File: config.mk
export PLATFORM = sky130hd
export DESIGN_NAME = joystick_drive_pan_tilt_mapper
export DESIGN_NICKNAME = d
export VERILOG_FILES = /design/src/rtl/jdptm_pkg.sv /design/src/rtl/jdptm_step.sv /design/src/rtl/joystick_drive_pan_tilt_mapper.sv
export SDC_FILE = /design/constraint.sdc
export NUM_CORES = 1
export LEC_CHECK = 0
export BUFFER_PORTS_ARGS = -buffer_cell sky130_fd_sc_hd__buf_2
export CORE_ASPECT_RATIO = 0.5
export CORE_MARGIN = 1
export CORE_UTILIZATION = 59
export DETAILED_ROUTE_END_ITERATION = 8
export GPL_TIMING_DRIVEN = 0
export HOLD_SLACK_MARGIN = 0.05
export PLACE_DENSITY = 0.8
export SYNTH_ARGS = -nofsm -noshare
export SYNTH_HDL_FRONTEND = slang
export SYNTH_SLANG_ARGS = --single-unit
File: constraint.sdc
create_clock -name clk -period 6.42 [get_ports clk]
set_clock_uncertainty 0.2 [all_clocks]
set_input_delay 0.321 -clock clk [delete_from_list [all_inputs] [get_ports clk]]
set_output_delay 0.321 -clock clk [all_outputs]
set_load 0.01 [all_outputs]
File: src/rtl/jdptm_pkg.sv
// Shared types and constants for the joystick drive and pan/tilt mapper.
`timescale 1ns / 1ps

package jdptm_pkg;

  // Event type codes.
  localparam logic [7:0] KIND_BUTTON = 8'd1;
  localparam logic [7:0] KIND_AXIS   = 8'd2;

  // Button numbers.
  localparam logic [7:0] BTN_LAMP  = 8'd0;
  localparam logic [7:0] BTN_STORE = 8'd2;
  localparam logic [7:0] BTN_POWER = 8'd8;
  localparam logic [7:0] BTN_HOME  = 8'd9;

  // Axis numbers.
  localparam logic [7:0] AXIS_PAN    = 8'd0;
  localparam logic [7:0] AXIS_TILT   = 8'd1;
  localparam logic [7:0] AXIS_TURN   = 8'd2;
  localparam logic [7:0] AXIS_TRAVEL = 8'd3;

  // Status byte bit masks.
  localparam logic [7:0] BIT_POWER     = 8'h03;
  localparam logic [7:0] BIT_LIGHT     = 8'h04;
  localparam logic [7:0] BIT_LEFT_NEG  = 8'h80;
  localparam logic [7:0] BIT_RIGHT_NEG = 8'h40;

  // Camera home positions after reset.
  localparam logic [15:0] PAN_HOME_RESET  = 16'd1500;
  localparam logic [15:0] TILT_HOME_RESET = 16'd1560;

  // Input item.
  typedef struct packed {
    logic [7:0]         kind;
    logic [7:0]         number;
    logic signed [15:0] value;
    logic [7:0]         status_in;
  } jdptm_in_t;

  // Result item.
  typedef struct packed {
    logic [7:0]         status_out;
    logic               left_update;
    logic [8:0]         left_magnitude;
    logic               right_update;
    logic [8:0]         right_magnitude;
    logic               pan_update;
    logic signed [15:0] pan_position;
    logic               tilt_update;
    logic signed [15:0] tilt_position;
  } jdptm_out_t;

  // Persistent mapper state.
  typedef struct packed {
    logic [15:0]        pan_home_pos;
    logic [15:0]        tilt_home_pos;
    logic [15:0]        pan_now;
    logic [15:0]        tilt_now;
    logic signed [3:0]  pan_rate;
    logic signed [3:0]  tilt_rate;
    logic signed [7:0]  travel_rate;
    logic signed [7:0]  turn_rate;
    logic               power_button_level;
    logic               home_button_level;
    logic               lamp_lit;
    logic               lamp_phase;
    logic signed [8:0]  last_left;
    logic signed [8:0]  last_right;
  } jdptm_state_t;

endpackage

File: src/rtl/jdptm_step.sv
// Combinational event decode, drive mixing and camera stepping for one item.
`timescale 1ns / 1ps

module jdptm_step import jdptm_pkg::*; (
  input  jdptm_state_t state_cur,
  input  jdptm_in_t    item,
  output jdptm_state_t state_nxt,
  output jdptm_out_t   result
);

  always_comb begin
    jdptm_state_t      st;
    logic [7:0]        status;
    logic              low_nonzero;
    logic              value_one;
    logic signed [8:0] left;
    logic signed [8:0] right;
    logic              lu;
    logic              ru;
    logic              pu;
    logic              tu;

    st          = state_cur;
    status      = item.status_in;
    low_nonzero = |item.value[7:0];
    value_one   = (item.value == 16'sd1);

    // Event decode: buttons and axes update the stored state.
    case (item.kind)
      KIND_BUTTON: begin
        case (item.number)
          BTN_LAMP: begin
            if (!st.lamp_phase) begin
              st.lamp_lit = !st.lamp_lit;
            end
            st.lamp_phase = !st.lamp_phase;
          end
          BTN_POWER: begin
            if (!st.power_button_level && value_one) begin
              status = status ^ BIT_POWER;
            end
            st.power_button_level = low_nonzero;
          end
          BTN_HOME: begin
            if (!st.home_button_level && value_one) begin
              st.pan_now   = st.pan_home_pos;
              st.tilt_now  = st.tilt_home_pos;
              st.pan_rate  = 4'sd0;
              st.tilt_rate = 4'sd0;
            end
            st.home_button_level = low_nonzero;
          end
          BTN_STORE: begin
            if (value_one) begin
              st.pan_home_pos  = st.pan_now;
              st.tilt_home_pos = st.tilt_now;
            end
          end
          default: begin
          end
        endcase
      end
      KIND_AXIS: begin
        case (item.number)
          AXIS_TRAVEL: st.travel_rate = item.value[15:8];
          AXIS_TURN:   st.turn_rate   = item.value[15:8];
          AXIS_PAN:    st.pan_rate    = item.value[15:12];
          AXIS_TILT:   st.tilt_rate   = item.value[15:12];
          default: begin
          end
        endcase
      end
      default: begin
      end
    endcase

    // Mix travel and turn into wheel speeds and set the direction bits.
    left  = {st.travel_rate[7], st.travel_rate} + {st.turn_rate[7], st.turn_rate};
    right = {st.travel_rate[7], st.travel_rate} - {st.turn_rate[7], st.turn_rate};
    status[7] = left[8];
    status[6] = right[8];

    lu = (left != st.last_left);
    ru = (right != st.last_right);
    st.last_left  = left;
    st.last_right = right;

    // Step the camera positions by their rates, wrapping in 16 bits.
    pu = (st.pan_rate != 4'sd0);
    tu = (st.tilt_rate != 4'sd0);
    st.pan_now  = st.pan_now - {{12{st.pan_rate[3]}}, st.pan_rate};
    st.tilt_now = st.tilt_now - {{12{st.tilt_rate[3]}}, st.tilt_rate};

    if (st.lamp_lit) begin
      status = status ^ BIT_LIGHT;
    end

    // Assemble the result; a 9-bit negate of -256 yields 256 as unsigned.
    state_nxt              = st;
    result.status_out      = status;
    result.left_update     = lu;
    result.left_magnitude  = lu ? (left[8] ? 9'(-left) : 9'(left)) : 9'd0;
    result.right_update    = ru;
    result.right_magnitude = ru ? (right[8] ? 9'(-right) : 9'(right)) : 9'd0;
    result.pan_update      = pu;
    result.pan_position    = $signed(st.pan_now);
    result.tilt_update     = tu;
    result.tilt_position   = $signed(st.tilt_now);
  end

endmodule

File: src/rtl/joystick_drive_pan_tilt_mapper.sv
// Top level of the joystick drive and pan/tilt mapper with its item registers.
// An item taken is held in the input register, and its result is then
// registered in the output register until the out side takes it.
// Throughput: one item per cycle; while a result is stalled the empty input
// register still takes one item, then the input stalls with the output.
// Reset: synchronous, active low; clears valids and restores the camera home
// and current positions, rates, button levels, lamp state and last wheel speeds.
`timescale 1ns / 1ps

module joystick_drive_pan_tilt_mapper import jdptm_pkg::*; (
  input  logic       clk,
  input  logic       rst_n,
  input  logic       in_valid,
  output logic       in_stall,
  input  jdptm_in_t  in_item,
  output logic       out_valid,
  input  logic       out_stall,
  output jdptm_out_t out_item
);

  logic         in_valid_r;
  jdptm_in_t    in_item_r;
  logic         out_valid_r;
  jdptm_out_t   out_item_r;
  jdptm_state_t state_r;
  jdptm_state_t state_nxt;
  jdptm_out_t   result_nxt;
  logic         advance;
  logic         fire;

  // The result register frees when empty or when its item is taken.
  assign advance  = !out_valid_r || !out_stall;
  assign fire     = in_valid_r && advance;
  assign in_stall = in_valid_r && !advance;

  jdptm_step u_step (
    .state_cur (state_r),
    .item      (in_item_r),
    .state_nxt (state_nxt),
    .result    (result_nxt)
  );

  // Input register.
  always_ff @(posedge clk) begin
    if (!rst_n) begin
      in_valid_r <= 1'b0;
    end else if (!in_stall) begin
      in_valid_r <= in_valid;
    end
    if (in_valid && !in_stall) begin
      in_item_r <= in_item;
    end
  end

  // Result register and mapper state.
  always_ff @(posedge clk) begin
    if (!rst_n) begin
      out_valid_r                <= 1'b0;
      state_r.pan_home_pos       <= PAN_HOME_RESET;
      state_r.tilt_home_pos      <= TILT_HOME_RESET;
      state_r.pan_now            <= PAN_HOME_RESET;
      state_r.tilt_now           <= TILT_HOME_RESET;
      state_r.pan_rate           <= 4'sd0;
      state_r.tilt_rate          <= 4'sd0;
      state_r.travel_rate        <= 8'sd0;
      state_r.turn_rate          <= 8'sd0;
      state_r.power_button_level <= 1'b0;
      state_r.home_button_level  <= 1'b0;
      state_r.lamp_lit           <= 1'b0;
      state_r.lamp_phase         <= 1'b0;
      state_r.last_left          <= 9'sd0;
      state_r.last_right         <= 9'sd0;
    end else begin
      if (advance) begin
        out_valid_r <= in_valid_r;
      end
      if (fire) begin
        state_r <= state_nxt;
      end
    end
    if (fire) begin
      out_item_r <= result_nxt;
    end
  end

  assign out_valid = out_valid_r;
  assign out_item  = out_item_r;

  // A buffered item moves into an empty result register on the next edge.
  a_fill: assert property (@(posedge clk) disable iff (!rst_n)
    (in_valid_r && !out_valid_r) |=> out_valid_r)
    else $error("buffered item did not reach the result register");

  // Magnitudes are only reported alongside their update flags.
  a_left_mag: assert property (@(posedge clk) disable iff (!rst_n)
    (out_valid_r && !out_item_r.left_update) |-> (out_item_r.left_magnitude == 9'd0))
    else $error("left magnitude without update");

  a_right_mag: assert property (@(posedge clk) disable iff (!rst_n)
    (out_valid_r && !out_item_r.right_update) |-> (out_item_r.right_magnitude == 9'd0))
    else $error("right magnitude without update");

  // State changes only when an item is processed.
  a_state_hold: assert property (@(posedge clk) disable iff (!rst_n)
    !fire |=> $stable(state_r))
    else $error("state changed without an item");

endmodule
==> flow_metrics.py <==
metrics = {
    "run_status": {
        "status": "finished clean",
    },
    "pwr": {
        "ir_drop_mv": 0.2054,
        "p_leak_nw": 5.061,
        "power_mw": 3.464,
        "power_density_mw_per_mm2": 275.9,
    },
    "floorplanning": {
        "die_h_um": 97.06,
        "initial_core_util_pct": 60.84,
        "coreArea_mm2": 0.01753,
        "pin_count": 108,
        "placementRows": 34,
        "chipWidth_um": 192.1,
        "die_area_mm2": 0.01865,
    },
    "yosys": {
        "synthXorXnorAreaFrac_pct": 6.184,
        "avgSynthCellArea_um2": 9.919,
        "ys_warn_count": 0,
        "yosysTopAreaCell": "edfxtp_1",
        "yosysUniqueCellTypes": 71,
        "synth.top_cell.area_share_pct": 28.16,
        "async_flop_share_pct": 0,
        "synth_simple_gate_area_share_pct": 18.12,
        "synth_top_family_by_area": "simple AND/OR/NAND/NOR gates",
        "synth-compound-area-share_pct": 11.58,
        "synthFlopType": "dfxtp_1",
        "ys_seq_area_share_pct": 49.00,
        "synth_enable_flop_cells": 100,
        "syn_inst": 1075,
        "synth_area_leaders": "edfxtp_1, dfxtp_1, ha_1",
        "netlist_area_mm2": 0.01066,
        "syn_nets": 1171,
        "synth-seq-cells": 211,
        "muxShareOfSynthArea_pct": 5.644,
        "synth_adder_area_share_pct": 6.313,
    },
    "timing": {
        "min_period_ns": 5.830,
        "hold_violations": 0,
        "setup_tns_ns": 0,
        "tightest_slew_ns": 0.9967,
        "max_clock_freq_mhz": 171.5,
        "finalSetupViolCount": 0,
        "slew_headroom_pct": 32.68,
        "rsz0062_at_grt": "false",
        "period_share_pct": 90.81,
        "drv_slew": 0,
    },
    "drt": {
        "drtAntennaViolNets": 0,
        "vias": 8631,
        "drt_iter0_drc": 783,
        "wl_per_cell_um": 18.20,
        "dr.pass1.iters": 8,
        "wl_um": 27170,
        "drc": 0,
        "vias_per_cell": 5.781,
    },
    "cts": {
        "cts_tree": "done",
        "ctsResizeCount": 0,
        "postCtsSetupBuffers": 0,
        "clk_pin_slew_ns": 0.07,
        "cts_buffers": 20,
        "cts_sinks": 211,
        "clkLatencyLatePin_ns": 0.51,
        "cts-root-buf": "clkbuf_16",
        "hold_buffers": 40,
        "h-tree-depth": 1,
        "clockBufferDepth": 3,
    },
    "finish": {
        "nets": 1341,
        "layout_common_cells": "nand2_1, dfxtp_1, buf_2",
        "fin_cells": 1493,
        "final_common_cell": "nand2_1",
        "antenna_cells": 0,
        "fillCellCount": 1289,
        "drive_gt1_share_pct": 16.76,
        "post-route-util_pct": 71.63,
        "multi_input_area_mm2": 0.005109,
        "area_growth_pct": 17.74,
        "finalInstanceArea_mm2": 0.01255,
        "seqCellArea_mm2": 0.005225,
    },
    "setup_path": {
        "crit_fanout": 8,
        "required_ns": 6.45,
        "worstSetupStartpointType": "flop",
        "max_stage_delay_ns": 0.65,
        "critical_path_class": "reg2reg",
        "crit_arrival_ns": 5.86,
        "reg2regPathDepth": 15,
        "cp_slowest_cell": "or4b_1",
        "reg2reg_slack_ns": 0.59,
        "worstReg2RegEnd": "out_item[36]",
        "cpMostUsedCell": "nor2_1",
        "cp_cell_sequence": "or4b_1 -> or2_2 -> nor2_1 -> mux2i_1 -> ha_1 -> inv_1 -> fa_1 -> nor2b_1 -> o21ai_0 -> a21oi_1 -> o21ba_2 -> o211ai_1 -> xor2_1 -> nor4b_2 -> nor2_1",
        "worstSetupEndpointType": "flop",
        "reg2reg_from": "in_item_r[27]",
    },
    "global_route": {
        "grt_usage_pct": 29.12,
        "grt_pass1_vias": 8254,
        "grt_pass1_wl_um": 42500,
        "grt_remaining_overflow": 0,
        "antenna_found_initial": 0,
        "grt_max_degree": 39,
    },
    "worst_hold_path": {
        "whs_endpoint": "state_r[87]",
        "hold_path_class": "in2reg",
        "hold_depth": 3,
        "hp-start": "rst_n",
    },
    "placement": {
        "numPortBuffers": 105,
        "hpwl_um": 18180,
        "place_area_mm2": 0.01154,
        "place.gp.congestion": 0.9084,
        "dp_cells": 1417,
    },
    "flow_run": {
        "drv_cap": 0,
    },
}
per-stage QoR:
stage / hold WS (ns) / setup slack (ns)
after floorplan: 0.2003 / 1.600
after global placement: 0.2024 / 0.5852
after detailed placement: 0.2099 / 0.7441
after CTS: 0.1607 / 0.6995
after global routing: 0.1746 / 0.3635
final: 0.1775 / 0.5901
registers in the layout, indices dropped and copies added (netlist names):
register and count:
in_valid_r 1, out_item 62, in_item_r 38, state_r 109, out_valid 1
how the worst max path moves through the flow:
| stage | endpoint | slack, ns | start |
|---|---|---|---|
| 2_1_floorplan | out_item[35] | 1.60 | in_item_r[27] |
| 3_3_place_gp | out_item[32] | 0.59 | in_item_r[35] |
| 3_5_place_dp | out_item[36] | 0.74 | in_item_r[27] |
| 4_1_cts | out_item[36] | 0.70 | in_item_r[27] |
| 5_1_grt | out_item[36] | 0.36 | in_item_r[27] |
| 6_report | out_item[36] | 0.59 | in_item_r[27] |
synthesized netlist by cell type, types with 12 or more instances:
cell      count
nor2_1       98
nor3_1       23
nand3_1      32
xnor2_1      40
dfxtp_1     111
mux2_2       37
edfxtp_1    100
clkbuf_1     39
xor2_1       27
nand2_1     161
a21oi_1      82
ha_1         49
nor2b_1      12
inv_1        39
a211oi_1     26
mux2i_1      17
o21ai_0      25
per-layer routing:
metal | vias to the layer above | track usage, % | wire length (µm)
met5 | - | 0 | 0
met4 | 0 | 8.298 | 601
met3 | 49 | 4.803 | 2080
met2 | 360 | 47.43 | 12750
met1 | 4079 | 40.17 | 11730
li1 | 4143 | - | -
where the power goes:
group          leakage (nW)  switching, mW  internal (mW)
registers              1.86         0.0443           1.53
clock network         0.297          0.524          0.629
logic                  2.91          0.432          0.303
final cells by class:
class	instances	area share, %
tap	234	2.332
buffer	45	1.495
timing repair buffer	148	7.754
inverter	40	1.196
multi-input combinational	779	40.69
clock buffer	29	4.594
sequential	211	41.62
clock inverter	7	0.3189
cells by family after synthesis:
| group | count (synthesis) |
|---|---|
| flip-flops | 211 |
| buffers and inverters | 85 |
| multiplexers | 55 |
| XOR/XNOR | 70 |
| AO/OA/AOI/OAI | 191 |
| AND/OR/NAND/NOR | 411 |
| adder cells (fa/ha/maj) | 52 |
worst max-delay path, delay by kind of cell, from the launching register on:
family          cells  cell delay, ns
simple gates        6            2.53
compound gates      4            1.09
fa+ha+maj           2            0.62
flops               1            0.44
mux                 1            0.41
xor+xnor            1            0.21
buf+inv             1            0.05
Note: power is estimated with default switching activity, not from simulation.
